===== config.mk =====
export PLATFORM = sky130hd
export DESIGN_NAME = annexb_to_length_prefixed_video_tag_unit
export DESIGN_NICKNAME = d
export VERILOG_FILES = /design/src/sv/avlt_pkg.sv /design/src/sv/avlt_front.sv /design/src/sv/avlt_back.sv /design/src/sv/annexb_to_length_prefixed_video_tag_unit.sv
export SDC_FILE = /design/constraint.sdc
export NUM_CORES = 1
export LEC_CHECK = 0
export ABC_AREA = 1
export BUFFER_PORTS_ARGS = -buffer_cell sky130_fd_sc_hd__buf_2
export CAP_MARGIN = 20
export CORE_MARGIN = 5
export CORE_UTILIZATION = 25
export DETAILED_ROUTE_END_ITERATION = 8
export SYNTH_ARGS = -nofsm -noshare
export SYNTH_HDL_FRONTEND = slang
export SYNTH_SLANG_ARGS = --single-unit

===== constraint.sdc =====
create_clock -name clk -period 5 [get_ports clk]
set_clock_uncertainty 0.15 [all_clocks]
set_input_delay 0.5 -clock clk [delete_from_list [all_inputs] [get_ports clk]]
set_output_delay 0.5 -clock clk [all_outputs]
set_load 0.05 [all_outputs]

===== src/sv/avlt_pkg.sv =====
package avlt_pkg;

	localparam int unsigned MaxBodyBytes = 1048576;
	localparam int unsigned BodyCap = (MaxBodyBytes < 1048576) ? MaxBodyBytes : 1048576;
	localparam int unsigned OffW = $clog2(BodyCap + 1);
	localparam int unsigned OutW = 20;

	localparam int unsigned QueueDepth = 4;
	localparam int unsigned QPtrW = $clog2(QueueDepth);
	localparam int unsigned QCntW = $clog2(QueueDepth + 1);

	localparam logic [1:0] KindByte = 2'd0;
	localparam logic [1:0] KindPatch = 2'd1;
	localparam logic [1:0] KindDone = 2'd2;

	localparam logic [7:0] TagKey = 8'h17;
	localparam logic [7:0] TagInter = 8'h27;
	localparam logic [7:0] TagAvcPacket = 8'h01;
	localparam logic [2:0] HdrLastIdx = 3'd4;
	localparam int unsigned HdrBytes = 5;
	localparam int unsigned SlotBytes = 4;

	localparam logic [4:0] NalSps = 5'd7;
	localparam logic [4:0] NalPps = 5'd8;

	typedef struct packed {
		logic [7:0] data_byte;
		logic       key_frame;
		logic       frame_last;
	} au_req_t;

	typedef struct packed {
		logic [1:0]      kind;
		logic [OutW-1:0] body_offset;
		logic [7:0]      body_byte;
		logic [OutW-1:0] nal_length;
		logic            body_empty;
		logic            run_last;
	} tag_req_t;

	typedef struct packed {
		logic       start;
		logic [1:0] nzero;
		logic       has_byte;
		logic [7:0] data;
		logic       last;
		logic       key;
	} cmd_t;

endpackage


===== src/sv/avlt_front.sv =====
module avlt_front (
	input  logic              clk,
	input  logic              arst_n,
	input  logic              au_valid,
	output logic              au_stall,
	input  avlt_pkg::au_req_t au,
	output logic              cmd_valid,
	output avlt_pkg::cmd_t    cmd,
	input  logic              cmd_pop
);

	localparam logic [1:0] HeldMax = 2'd3;

	logic [1:0] held_q;
	logic [1:0] held_n;
	avlt_pkg::cmd_t c;
	logic accept;
	logic push;

	avlt_pkg::cmd_t mem_q [avlt_pkg::QueueDepth];
	logic [avlt_pkg::QPtrW-1:0] wptr_q;
	logic [avlt_pkg::QPtrW-1:0] rptr_q;
	logic [avlt_pkg::QCntW-1:0] cnt_q;

	always_comb begin
		c = '0;
		held_n = held_q;
		c.key = au.key_frame;
		c.last = au.frame_last;
		c.data = au.data_byte;
		if (au.data_byte == 8'h00) begin
			if (held_q != HeldMax) begin
				held_n = held_q + 2'd1;
			end else begin
				c.has_byte = 1'b1;
			end
		end else if (au.data_byte == 8'h01 && held_q[1]) begin
			c.start = 1'b1;
			held_n = 2'd0;
		end else begin
			c.nzero = held_q;
			c.has_byte = 1'b1;
			held_n = 2'd0;
		end
		if (au.frame_last) begin
			c.nzero = c.nzero | held_n;
			held_n = 2'd0;
		end
	end

	assign au_stall = (cnt_q == avlt_pkg::QCntW'(avlt_pkg::QueueDepth));
	assign accept = au_valid && !au_stall;
	assign push = accept && (c.start || c.has_byte || c.nzero != 2'd0 || c.last);

	assign cmd_valid = (cnt_q != '0);
	assign cmd = mem_q[rptr_q];

	always_ff @(posedge clk or negedge arst_n) begin
		if (!arst_n) begin
			held_q <= 2'd0;
			wptr_q <= '0;
			rptr_q <= '0;
			cnt_q <= '0;
		end else begin
			if (accept) begin
				held_q <= held_n;
			end
			if (push) begin
				wptr_q <= wptr_q + avlt_pkg::QPtrW'(1);
			end
			if (cmd_pop) begin
				rptr_q <= rptr_q + avlt_pkg::QPtrW'(1);
			end
			if (push && !cmd_pop) begin
				cnt_q <= cnt_q + avlt_pkg::QCntW'(1);
			end else if (!push && cmd_pop) begin
				cnt_q <= cnt_q - avlt_pkg::QCntW'(1);
			end
		end
	end

	always_ff @(posedge clk) begin
		if (push) begin
			mem_q[wptr_q] <= c;
		end
	end

endmodule


===== src/sv/avlt_back.sv =====
module avlt_back (
	input  logic               clk,
	input  logic               arst_n,
	input  logic               cmd_valid,
	input  avlt_pkg::cmd_t     cmd,
	output logic               cmd_pop,
	output logic               tag_valid,
	input  logic               tag_stall,
	output avlt_pkg::tag_req_t tag
);

	typedef enum logic [4:0] {
		PH_IDLE  = 5'b00001,
		PH_START = 5'b00010,
		PH_PAY   = 5'b00100,
		PH_CLOSE = 5'b01000,
		PH_DONE  = 5'b10000
	} phase_t;

	function automatic phase_t first_phase(avlt_pkg::cmd_t c);
		phase_t p;
		if (c.start) begin
			p = PH_START;
		end else if (c.nzero != 2'd0 || c.has_byte) begin
			p = PH_PAY;
		end else if (c.last) begin
			p = PH_CLOSE;
		end else begin
			p = PH_IDLE;
		end
		return p;
	endfunction

	function automatic logic [7:0] hdr_byte(logic [2:0] idx, logic key);
		logic [7:0] v;
		if (idx == 3'd0) begin
			v = key ? avlt_pkg::TagKey : avlt_pkg::TagInter;
		end else if (idx == 3'd1) begin
			v = avlt_pkg::TagAvcPacket;
		end else begin
			v = 8'h00;
		end
		return v;
	endfunction

	localparam logic [avlt_pkg::OffW-1:0] Cap = avlt_pkg::OffW'(avlt_pkg::BodyCap);

	phase_t ph_q, ph_n;
	avlt_pkg::cmd_t cur_q, cur_n;
	logic [2:0] hcnt_q, hcnt_n;
	logic inside_q, inside_n;
	logic first_q, first_n;
	logic kept_q, kept_n;
	logic hdr_done_q, hdr_done_n;
	logic [avlt_pkg::OffW-1:0] wo_q, wo_n;
	logic [avlt_pkg::OffW-1:0] slot_q, slot_n;
	logic [avlt_pkg::OffW-1:0] pc_q, pc_n;

	logic [7:0] pay_val;
	logic type_keep;
	logic [avlt_pkg::OffW-1:0] wo_p4;
	logic fit1, fit4, fit5;
	logic res_v;
	avlt_pkg::tag_req_t res;
	logic op_done;
	logic cmd_end;
	logic load;
	logic advance;

	logic pend_v_q;
	logic pend_fin_q;
	avlt_pkg::tag_req_t pend_q;
	logic pend_push;
	avlt_pkg::tag_req_t push_req;

	avlt_pkg::tag_req_t oq_q [avlt_pkg::QueueDepth];
	logic [avlt_pkg::QPtrW-1:0] oq_wptr_q;
	logic [avlt_pkg::QPtrW-1:0] oq_rptr_q;
	logic [avlt_pkg::QCntW-1:0] oq_cnt_q;
	logic oq_push;
	logic tag_pop;

	assign pay_val = (cur_q.nzero != 2'd0) ? 8'h00 : cur_q.data;
	assign type_keep = (pay_val[4:0] != avlt_pkg::NalSps) && (pay_val[4:0] != avlt_pkg::NalPps);
	assign wo_p4 = wo_q + avlt_pkg::OffW'(avlt_pkg::SlotBytes);
	assign fit1 = wo_q < Cap;
	assign fit4 = wo_p4 <= Cap;
	assign fit5 = wo_p4 < Cap;

	always_comb begin
		res_v = 1'b0;
		res = '0;
		op_done = 1'b0;
		cur_n = cur_q;
		hcnt_n = hcnt_q;
		inside_n = inside_q;
		first_n = first_q;
		kept_n = kept_q;
		hdr_done_n = hdr_done_q;
		wo_n = wo_q;
		slot_n = slot_q;
		pc_n = pc_q;
		case (ph_q)
			PH_START: begin
				res_v = inside_q && !first_q && kept_q;
				res.kind = avlt_pkg::KindPatch;
				res.body_offset = avlt_pkg::OutW'(slot_q);
				res.nal_length = avlt_pkg::OutW'(pc_q);
				inside_n = 1'b1;
				first_n = 1'b1;
				kept_n = 1'b0;
				cur_n.start = 1'b0;
				op_done = 1'b1;
			end
			PH_PAY: begin
				res.kind = avlt_pkg::KindByte;
				if (inside_q && first_q && type_keep && !hdr_done_q) begin
					res_v = 1'b1;
					res.body_offset = avlt_pkg::OutW'(hcnt_q);
					res.body_byte = hdr_byte(hcnt_q, cur_q.key);
					if (hcnt_q == avlt_pkg::HdrLastIdx) begin
						hcnt_n = 3'd0;
						hdr_done_n = 1'b1;
						wo_n = avlt_pkg::OffW'(avlt_pkg::HdrBytes);
					end else begin
						hcnt_n = hcnt_q + 3'd1;
					end
				end else begin
					op_done = 1'b1;
					if (cur_q.nzero != 2'd0) begin
						cur_n.nzero = cur_q.nzero - 2'd1;
					end else begin
						cur_n.has_byte = 1'b0;
					end
					res.body_byte = pay_val;
					if (inside_q) begin
						if (first_q) begin
							first_n = 1'b0;
							if (type_keep && fit4) begin
								kept_n = 1'b1;
								slot_n = wo_q;
								if (fit5) begin
									res_v = 1'b1;
									res.body_offset = avlt_pkg::OutW'(wo_p4);
									wo_n = wo_q + avlt_pkg::OffW'(avlt_pkg::SlotBytes + 1);
									pc_n = avlt_pkg::OffW'(1);
								end else begin
									wo_n = wo_p4;
									pc_n = '0;
								end
							end else begin
								kept_n = 1'b0;
							end
						end else if (kept_q && fit1) begin
							res_v = 1'b1;
							res.body_offset = avlt_pkg::OutW'(wo_q);
							wo_n = wo_q + avlt_pkg::OffW'(1);
							pc_n = pc_q + avlt_pkg::OffW'(1);
						end
					end
				end
			end
			PH_CLOSE: begin
				res_v = inside_q && !first_q && kept_q;
				res.kind = avlt_pkg::KindPatch;
				res.body_offset = avlt_pkg::OutW'(slot_q);
				res.nal_length = avlt_pkg::OutW'(pc_q);
				inside_n = 1'b0;
				first_n = 1'b0;
				kept_n = 1'b0;
				op_done = 1'b1;
			end
			PH_DONE: begin
				res_v = 1'b1;
				res.kind = avlt_pkg::KindDone;
				res.body_offset = avlt_pkg::OutW'(wo_q);
				res.body_empty = !hdr_done_q;
				hcnt_n = 3'd0;
				inside_n = 1'b0;
				first_n = 1'b0;
				kept_n = 1'b0;
				hdr_done_n = 1'b0;
				wo_n = '0;
				slot_n = '0;
				pc_n = '0;
				op_done = 1'b1;
			end
			default: begin
			end
		endcase
	end

	always_comb begin
		ph_n = ph_q;
		cmd_end = 1'b0;
		if (op_done) begin
			if (ph_q == PH_CLOSE) begin
				ph_n = PH_DONE;
			end else if (ph_q == PH_DONE) begin
				ph_n = PH_IDLE;
			end else begin
				ph_n = first_phase(cur_n);
			end
			cmd_end = (ph_n == PH_IDLE);
		end
		load = (ph_q == PH_IDLE || cmd_end) && cmd_valid;
		if (load) begin
			ph_n = first_phase(cmd);
		end
	end

	assign tag_valid = (oq_cnt_q != '0);
	assign tag = oq_q[oq_rptr_q];
	assign tag_pop = tag_valid && !tag_stall;
	assign advance = (oq_cnt_q != avlt_pkg::QCntW'(avlt_pkg::QueueDepth)) || tag_pop;
	assign cmd_pop = load && advance;

	// A result is held in the pending register so that run_last is known when it leaves.
	assign pend_push = pend_v_q && (res_v || cmd_end || pend_fin_q);
	always_comb begin
		push_req = pend_q;
		push_req.run_last = pend_fin_q || (cmd_end && !res_v);
	end
	assign oq_push = pend_push && advance;

	always_ff @(posedge clk or negedge arst_n) begin
		if (!arst_n) begin
			ph_q <= PH_IDLE;
			hcnt_q <= 3'd0;
			inside_q <= 1'b0;
			first_q <= 1'b0;
			kept_q <= 1'b0;
			hdr_done_q <= 1'b0;
			wo_q <= '0;
			slot_q <= '0;
			pc_q <= '0;
			pend_v_q <= 1'b0;
			pend_fin_q <= 1'b0;
			oq_wptr_q <= '0;
			oq_rptr_q <= '0;
			oq_cnt_q <= '0;
		end else begin
			if (advance) begin
				ph_q <= ph_n;
				hcnt_q <= hcnt_n;
				inside_q <= inside_n;
				first_q <= first_n;
				kept_q <= kept_n;
				hdr_done_q <= hdr_done_n;
				wo_q <= wo_n;
				slot_q <= slot_n;
				pc_q <= pc_n;
				if (res_v) begin
					pend_v_q <= 1'b1;
					pend_fin_q <= cmd_end;
				end else if (pend_push) begin
					pend_v_q <= 1'b0;
					pend_fin_q <= 1'b0;
				end
			end
			if (oq_push) begin
				oq_wptr_q <= oq_wptr_q + avlt_pkg::QPtrW'(1);
			end
			if (tag_pop) begin
				oq_rptr_q <= oq_rptr_q + avlt_pkg::QPtrW'(1);
			end
			if (oq_push && !tag_pop) begin
				oq_cnt_q <= oq_cnt_q + avlt_pkg::QCntW'(1);
			end else if (!oq_push && tag_pop) begin
				oq_cnt_q <= oq_cnt_q - avlt_pkg::QCntW'(1);
			end
		end
	end

	always_ff @(posedge clk) begin
		if (advance) begin
			if (load) begin
				cur_q <= cmd;
			end else begin
				cur_q <= cur_n;
			end
			if (res_v) begin
				pend_q <= res;
			end
		end
		if (oq_push) begin
			oq_q[oq_wptr_q] <= push_req;
		end
	end

endmodule


===== src/sv/annexb_to_length_prefixed_video_tag_unit.sv =====
// Channel  Direction  Handshake            Request type
// au       in         au_valid, au_stall   avlt_pkg::au_req_t, one Annex B byte
// tag      out        tag_valid, tag_stall avlt_pkg::tag_req_t, one body result
//
// The front accepts one byte per cycle while its four-entry command queue has room.
// The back handles a start code and each payload byte that a request releases; it emits
// the five tag header bytes when it opens the tag, and a done result at frame end.
// Reset clears all control state at once; a zero byte only held back pushes no command.
// A stalled tag channel fills the four-entry output queue, then halts the back,
// then fills the command queue, and only then raises au_stall.
module annexb_to_length_prefixed_video_tag_unit (
	input  logic               clk,
	input  logic               arst_n,
	input  logic               au_valid,
	output logic               au_stall,
	input  avlt_pkg::au_req_t  au,
	output logic               tag_valid,
	input  logic               tag_stall,
	output avlt_pkg::tag_req_t tag
);

	logic cmd_valid;
	logic cmd_pop;
	avlt_pkg::cmd_t cmd;

	avlt_front u_front (
		.clk       (clk),
		.arst_n    (arst_n),
		.au_valid  (au_valid),
		.au_stall  (au_stall),
		.au        (au),
		.cmd_valid (cmd_valid),
		.cmd       (cmd),
		.cmd_pop   (cmd_pop)
	);

	avlt_back u_back (
		.clk       (clk),
		.arst_n    (arst_n),
		.cmd_valid (cmd_valid),
		.cmd       (cmd),
		.cmd_pop   (cmd_pop),
		.tag_valid (tag_valid),
		.tag_stall (tag_stall),
		.tag       (tag)
	);

	a_pop_nonempty: assert property (@(posedge clk) disable iff (!arst_n)
		cmd_pop |-> cmd_valid)
		else $error("command queue popped while empty");

	a_done_last: assert property (@(posedge clk) disable iff (!arst_n)
		tag_valid && tag.kind == avlt_pkg::KindDone |-> tag.run_last)
		else $error("frame done request is not the last of its run");

	a_kind_legal: assert property (@(posedge clk) disable iff (!arst_n)
		tag_valid |-> (tag.kind == avlt_pkg::KindByte || tag.kind == avlt_pkg::KindPatch
			|| tag.kind == avlt_pkg::KindDone))
		else $error("illegal result kind");

	a_len_only_patch: assert property (@(posedge clk) disable iff (!arst_n)
		tag_valid && tag.kind != avlt_pkg::KindPatch |-> tag.nal_length == '0)
		else $error("length present on a request that is not a patch");

endmodule


* Word level (Yosys, flattened, before mapping)
Memories as Yosys holds them, arrays and structs flattened. Index checks and enable logic that the tools add are counted.
Storage, ports and cells: register bits after elaboration 157, memory bits (writable) 264, output and inout port bits 54, memories kept 2
Memory list:
- u_back.oq_q | words 4, bits a word 52, rd ports 1, clocked after memory_dff 0, write ports 1, line avlt_back.sv:76 | avlt_pkg::tag_req_t oq_q [avlt_pkg::QueueDepth];
- u_front.mem_q | words 4, bits a word 14, rd ports 1, clocked after memory_dff 0, write ports 1, line avlt_front.sv:20 | avlt_pkg::cmd_t mem_q [avlt_pkg::QueueDepth];
Cells by class: add/sub/neg operators 15, $lt $le $gt $ge 3, equal/unequal tests 26, multiplexer cells 93, bitwise operators 1, reductions and logical operators 71
Operator list (number):
- 2-to-1 mux 21 bit | 12
- 2-to-1 mux 20 bit | 9
- one-hot mux 21 bit (2 select lines) | 2
- one-hot mux 22 bit (3 select lines) | 1
- 2-to-1 mux 5 bit | 9
- adder 21 x 1 -> 21 bit (second input constant) | 2
- adder 21 x 3 -> 21 bit (second input constant) | 2
- less-than comparator 21 bit (second input constant) | 2
- one-hot mux 20 bit (2 select lines) | 1
- 2-to-1 mux 1 bit | 30
- 2-to-1 mux 3 bit | 10
- 2-to-1 mux 28 bit | 1
- nonzero test 2 bit | 11
- less-or-equal comparator 21 bit (second input constant) | 1
- logical AND 1 bit | 21
- AND reduction 6 bit | 3
- 2-to-1 mux 8 bit | 2
- 2-to-1 mux 14 bit | 1
- adder 2 x 1 -> 2 bit (second input constant) | 5
- equality test 5 x 1 -> 1 bit (second input constant) | 2
- logical OR 1 bit | 10
- 2-to-1 mux 2 bit | 5
- != test 2 x 1 -> 1 bit (second input constant) | 5
- AND reduction 2 bit | 5
- 32 further kinds | 57

* Longest topological paths before layout
word-level depth 25, depth in mapped cells 22, mapped depth without buffers 22

* Cells and area by module
From an unflattened synthesis, not the netlist that was laid out.
Unflattened totals: cells, all modules 1848, area, all modules 19278.5 um^2
Modules (own cells, without submodules):
- avlt_back | instances 1, cells an instance 1627, area an instance 16545.9 um^2, seq. area each 10251.1 um^2
- avlt_front | instances 1, cells an instance 221, area an instance 2732.6 um^2, seq. area each 1906.8 um^2

* Worst setup path before layout
OpenSTA, ideal clock, no wires.
path type reg2reg, start point register u_back.wo_q[3] in the netlist's numbering, end point memory u_back.oq_q[0][0] in the netlist's numbering, enable pin, data arrival time 4260 ps, data required time 4388 ps, path slack 128 ps, cell stages (with the launch flop) 16, buffers on the path 0, cell sequence dfrtp_1 ha_1 inv_1 nor2_4 nand2_2 nor2_4 nand3_1 nand2_2 inv_2 nor2_4 nand2_2 nand2_1 a21oi_1 nand3_2 nand3_2 nor2_1
Between the ends: longest elaborated chain between the ends 14, elaborated cells between the ends (all ways) 19, those cells by class add/sub: 1; order compare: 3; mux: 9; reduce/logical: 6
Ends and longest elaborated chain:
- start, declared | line avlt_back.sv:55 | logic [avlt_pkg::OffW-1:0] wo_q, wo_n;
- start signal, assigned | line avlt_back.sv:250 | wo_q <= wo_n;
- adder 21 x 3 -> 21 bit | line avlt_back.sv:85 | assign wo_p4 = wo_q + avlt_pkg::OffW'(avlt_pkg::SlotBytes);
- less-than comparator 21 bit / less-or-equal comparator 21 bit (equally long branches) | line avlt_back.sv:88, avlt_back.sv:87
- 2-to-1 mux 1 bit / logical AND 1 bit (equally long branches) | line avlt_back.sv:142, avlt_back.sv:139
- 2-to-1 mux 1 bit | line avlt_back.sv:139 | if (type_keep && fit4) begin
- 2-to-1 mux 1 bit * | line avlt_back.sv:137 | if (first_q) begin
- 2-to-1 mux 1 bit * | line avlt_back.sv:136 | if (inside_q) begin
- 2-to-1 mux 1 bit * | line avlt_back.sv:117 | if (inside_q && first_q && type_keep && !hdr_done_q) begin
- one-hot mux 1 bit (3 select lines) * | line avlt_back.sv:103 | case (ph_q)
- logical OR 1 bit * (2 in a row) | line avlt_back.sv:219 | assign pend_push = pend_v_q && (res_v || cmd_end || pend_fin_q);
- logical AND 1 bit * | line avlt_back.sv:219
- logical AND 1 bit * | line avlt_back.sv:224 | assign oq_push = pend_push && advance;
- 2-to-1 mux 1 bit * | line avlt_back.sv:286 | if (oq_push) begin
- 2-to-1 mux 1 bit (implied by the code) * | line avlt_back.sv:287 | oq_q[oq_wptr_q] <= push_req;
- end, declared | line avlt_back.sv:76
Every way passes the cells marked *; elsewhere a longest branch is shown, timed or not.

* Worst setup path after layout
start point register u_back.wo_q[3] in the netlist's numbering, end point register u_back.oq_cnt_q[2] in the netlist's numbering
Between the ends: longest elaborated chain between the ends 15, elaborated cells between the ends (all ways) 22, those cells by class add/sub: 1; order compare: 3; mux: 8; reduce/logical: 10
Ends and longest elaborated chain:
- adder 21 x 3 -> 21 bit | line avlt_back.sv:85
- less-than comparator 21 bit / less-or-equal comparator 21 bit (equally long branches) | line avlt_back.sv:88, avlt_back.sv:87
- 2-to-1 mux 1 bit / logical AND 1 bit (equally long branches) | line avlt_back.sv:142, avlt_back.sv:139
- 2-to-1 mux 1 bit | line avlt_back.sv:139
- 2-to-1 mux 1 bit * | line avlt_back.sv:137
- 2-to-1 mux 1 bit * | line avlt_back.sv:136
- 2-to-1 mux 1 bit * | line avlt_back.sv:117
- one-hot mux 1 bit (3 select lines) * | line avlt_back.sv:103
- logical OR 1 bit * (2 in a row) | line avlt_back.sv:219
- logical AND 1 bit * | line avlt_back.sv:219
- logical AND 1 bit * | line avlt_back.sv:224
- named net u_back.oq_push | line avlt_back.sv:80 | logic oq_push;
- logical NOT 1 bit | line avlt_back.sv:269 | end else if (!oq_push && tag_pop) begin
- logical AND 1 bit | line avlt_back.sv:269
- nonzero test 2 bit (no source line)
- end signal, assigned | line avlt_back.sv:268 | oq_cnt_q <= oq_cnt_q + avlt_pkg::QCntW'(1);
- end signal, assigned | line avlt_back.sv:270 | oq_cnt_q <= oq_cnt_q - avlt_pkg::QCntW'(1);
- end, declared | line avlt_back.sv:79 | logic [avlt_pkg::QCntW-1:0] oq_cnt_q;
The timed path passes the listed nets; every way through them passes the cells marked *. A chain may end at the register's enable or synchronous reset.

==> impl_results.md <==
* Top post-synthesis cells by area: edfxtp_1 (52%), dfrtp_1 (12%), nand2_1 (6.1%)
* Vias at 13300
* Total core area at 75800 um2
* Adder and majority gate portion of the synthesized area at 1.32%
* Status: finished, final reports clean
* Cell variety after synth at 53
* Clk Latency, worst-skew pair at 0.58 ns
* Initial Util at 25.2%
* CP Cell Sequence: ha_1, inv_1, nor2_4, nand2_2, nor2_4, nand3_1, nand2_2, inv_2, nor2_4, nand2_2, nand2_1, a21oi_1, nand3_2, nand3_2, inv_1, ha_1, inv_1, fa_1, a21oi_1, o21ai_0, xor2_1
* Clk root buf: clkbuf_16
* Syn Area/Cell at 10.5 um2
* Util after Layout at 29.1%
* CTS tree: yes
* Wire length per cell at 16.4 um
* Routed wire length at 47400 um
* Row count at 101
* Period utilization at 82.2%
* Tmin final at 4.11 ns
* R2R Path Start: u_back.wo_q[3]
* Top-area cell type share of the netlist area at 51.7%
* FFs w/ async S/R, synth at 21.7%
* Share of cells above drive strength 1 at 12.2%
* PD cells at 463 nW/um2
* CTS buffer count at 44
* Worst setup path endpoint: u_back.oq_cnt_q[2]
* Critical path capture point type: flip-flop
* CP Depth at 21
* GRT met3 Usage at 1.77%
* Max-cap check violation count at 0
* Final hold vios at 0
* RSZ-0062 raised after global routing: false
* Post-cts sizing count at 0
* Number of synthesized flops with an enable pin at 329
* Antenna cells at 0
* CTS H-tree lvls at 2
* Longest Clk Path Bufs at 3
* Delay of the slowest critical-path stage at 0.50 ns
* Dpl cells at 2798
* Dpl hpwl at 30800 um
* Largest family of logic cells by synthesized area: simple AND/OR/NAND/NOR gates
* Worst Path Required at 5.30 ns
* Yosys warnings at 0
* Buffers on Ports at 67
* Clock transition at the registers of the reported paths at 0.06 ns
* Fmax at 243 MHz
* Slew Limit Fails at 0
* Worst Setup Start Kind: flip-flop
* Detailed Routing Iterations Pass 1 at 5
* Post-route DRC at 0
* Final #Nets at 1906
* IO Count at 68
* ANT nets after route at 0
* CP Class: reg -> reg
* R2R Path End: u_back.oq_cnt_q[2]
* CP max FO at 14
* Worst-Margin Slew at 1.04 ns
* CP max-delay cell: dfrtp_1
* Chip Height at 286 um
* Synth Area in Simple Gates at 15.9%
* Gp weighted congestion at 0.905
* Worst Hold Class: in -> reg
* Post-Syn Area at 19100 um2
* Vias in the first global route at 13000
* CP arrival at 4.41 ns
* Cells after Synth at 1817
* Leading register cell type out of synthesis: edfxtp_1
* Buf/Inv on CP at 4
* M2 GR Usage at 19.2%
* Post-synthesis sequential area ratio at 63.7%
* Tot Pwr at 10.2 mW
* Crit. Startpoint: u_back.wo_q[3]
* Initial antenna violation count at 3
* First-pass GRT wire length at 74400 um
* Post-Synth XOR/XNOR Area at 2.43%
* Compound-Gate Fraction of Synth Area at 11.0%
* GRT Residual Overflow at 0
* Flop2flop setup slack at 0.89 ns
* Post-synthesis mux area share at 0.118%
* Setup TNS at 0 ns
* Synth area leader: edfxtp_1
* Worst R2R Path Depth at 21
* DR iter-0 viols at 1026
* Clk sinks at 420
* Largest net degree at the start of global routing at 106
* Worst path top cell family by delay: simple AND/OR/NAND/NOR gates
* Final cell count without fillers at 2887
* Die area at 82000 um2
* Leakage at 8.70 nW
* Synth Net Count at 1850
* Total track usage at 11.3%
* Worst VDD drop at 0.330 mV
* Max-slew headroom at 30.4%
* Most Crowded Layer GR: met2
* Met1 Usage GRT at 15.2%
* # setup viols final at 0
* Area Overhead vs Synth at 15.7%
* Die width at 286 um
* Synthesized flop and latch total at 420
* Vias/cell at 4.60
[what timing repair did]
item,in CTS,in global routing
hold buffers,6,0
setup endpoints to repair,0,0
hold endpoints to repair,77,0
buffers inserted,0,0
[worst min-delay path by stage]
stage                           start             endpoint  slack, ns  depth (start not counted)
CTS                             au[7]  u_front.mem_q[1][7]     0.0006                          1
finish                          au[7]  u_front.mem_q[1][7]       0.03                          1
global route                    au[7]  u_front.mem_q[0][7]       0.03                          1
global placement     u_back.slot_q[0]     u_back.slot_q[0]       0.32                          2
floorplan                      arst_n       u_back.first_q       0.05                          0
detailed placement  u_back.slot_q[18]    u_back.slot_q[18]       0.32                          2
[state kept, by name, summed over array words and instances (netlist names), 3 cells and up]
signal / cells
u_back.ph_q: 5
u_back.cur_q: 4
u_back.slot_q: 20
u_back.pend_q: 51
u_front.mem_q: 56
u_back.wo_q: 21
u_back.hcnt_q: 3
u_back.oq_q: 208
u_front.cnt_q: 3
u_back.oq_cnt_q: 3
u_back.pc_q: 20
u_back.cur_n: 10
[per-stage QoR]
| stage | worst slack, ns | hold slack [ns] | instance area (um2) |
|---|---|---|---|
| after floorplan | 0.128 | 0.0544 | 19100 |
| after global placement | 0.936 | 0.317 | 20500 |
| after detailed placement | 0.967 | 0.322 | 20500 |
| after CTS | 0.926 | 0.000628 | 22100 |
| after global routing | 0.577 | 0.0311 | 22100 |
| final | 0.890 | 0.0291 | 22100 |
[worst reg2reg max path, delay by kind of cell, from the launching register on]
family	cells	cell delay, ns
AND/OR/NAND/NOR	10	1.60
adder cells (fa/ha/maj)	3	0.79
buffers and inverters	4	0.41
flip-flops	1	0.50
AO/OA/AOI/OAI	3	0.40
XOR/XNOR	1	0.16
[final cells by class]
| class | instances | area, um2 |
|---|---|---|
| Inverter | 157 | 589 |
| Clock buffer | 55 | 1200 |
| Tap cell | 978 | 1220 |
| Sequential cell | 420 | 12200 |
| Clock inverter | 27 | 312 |
| Multi-Input combinational cell | 1148 | 5920 |
| Fill cell | 7750 | 53700 |
| Timing Repair Buffer | 102 | 678 |
[report_power, final]
group          internal, mW  switching [mW]
registers              3.90          0.0621
logic                 0.671            2.21
clock network          1.99            1.39
[cell usage after synthesis (2+ instances only)]
cell / instances
o21ai_1: 20
nor2_2: 5
xnor2_1: 3
nand4_1: 20
nor3_1: 20
nand2_1: 311
fa_1: 2
buf_6: 9
nand2_2: 11
a211oi_1: 3
buf_2: 11
dfrtp_1: 90
nand3_1: 69
a32oi_1: 4
edfxtp_1: 329
buf_4: 8
o211ai_1: 9
o21ai_2: 14
a21oi_1: 31
a21oi_2: 3
inv_2: 5
o221ai_1: 5
xor2_1: 50
a22oi_1: 18
ha_1: 17
or2_2: 2
clkbuf_1: 63
nand3_2: 5
inv_1: 151
nand3b_1: 2
nand2_4: 2
nor4_1: 8
nor2_4: 3
o32ai_1: 2
o22ai_1: 77
mux2_2: 2
o21ai_0: 174
nor2_1: 244
[cells by family (layout without fill, tap and decap cells)]
group / after synthesis / in the layout
buf+inv: 249 / 341
compound gates: 364 / 364
xor+xnor: 53 / 53
mux: 2 / 2
fa+ha+maj: 19 / 19
simple gates: 710 / 710
flops: 420 / 420
[layout by cell type, fill, tap and decap left out, drive strengths merged, types with 3 or more instances in the layout]
master | synthesis | layout
a211oi | 3 | 3
o21ai | 208 | 208
o22ai | 77 | 77
nor4 | 9 | 9
nor2 | 252 | 252
clkbuf | 63 | 55
clkinvlp | 0 | 3
nand2 | 324 | 324
o221ai | 5 | 5
buf | 29 | 96
o211ai | 9 | 9
clkinv | 1 | 15
nor3 | 21 | 21
dfrtp | 90 | 90
ha | 17 | 17
a32oi | 4 | 4
inv | 156 | 161
dlygate4sd3 | 0 | 6
xor2 | 50 | 50
edfxtp | 329 | 329
xnor2 | 3 | 3
a21oi | 34 | 34
nand4 | 22 | 22
nand3 | 75 | 75
bufinv | 0 | 5
a22oi | 18 | 18
[per-layer routing]
layer	routed length [um]	vias up
li1	-	6415
met2	22600	341
met3	2440	68
met5	13	-
met4	918	2
met1	21400	6462
(Power assumes the default switching activity.)
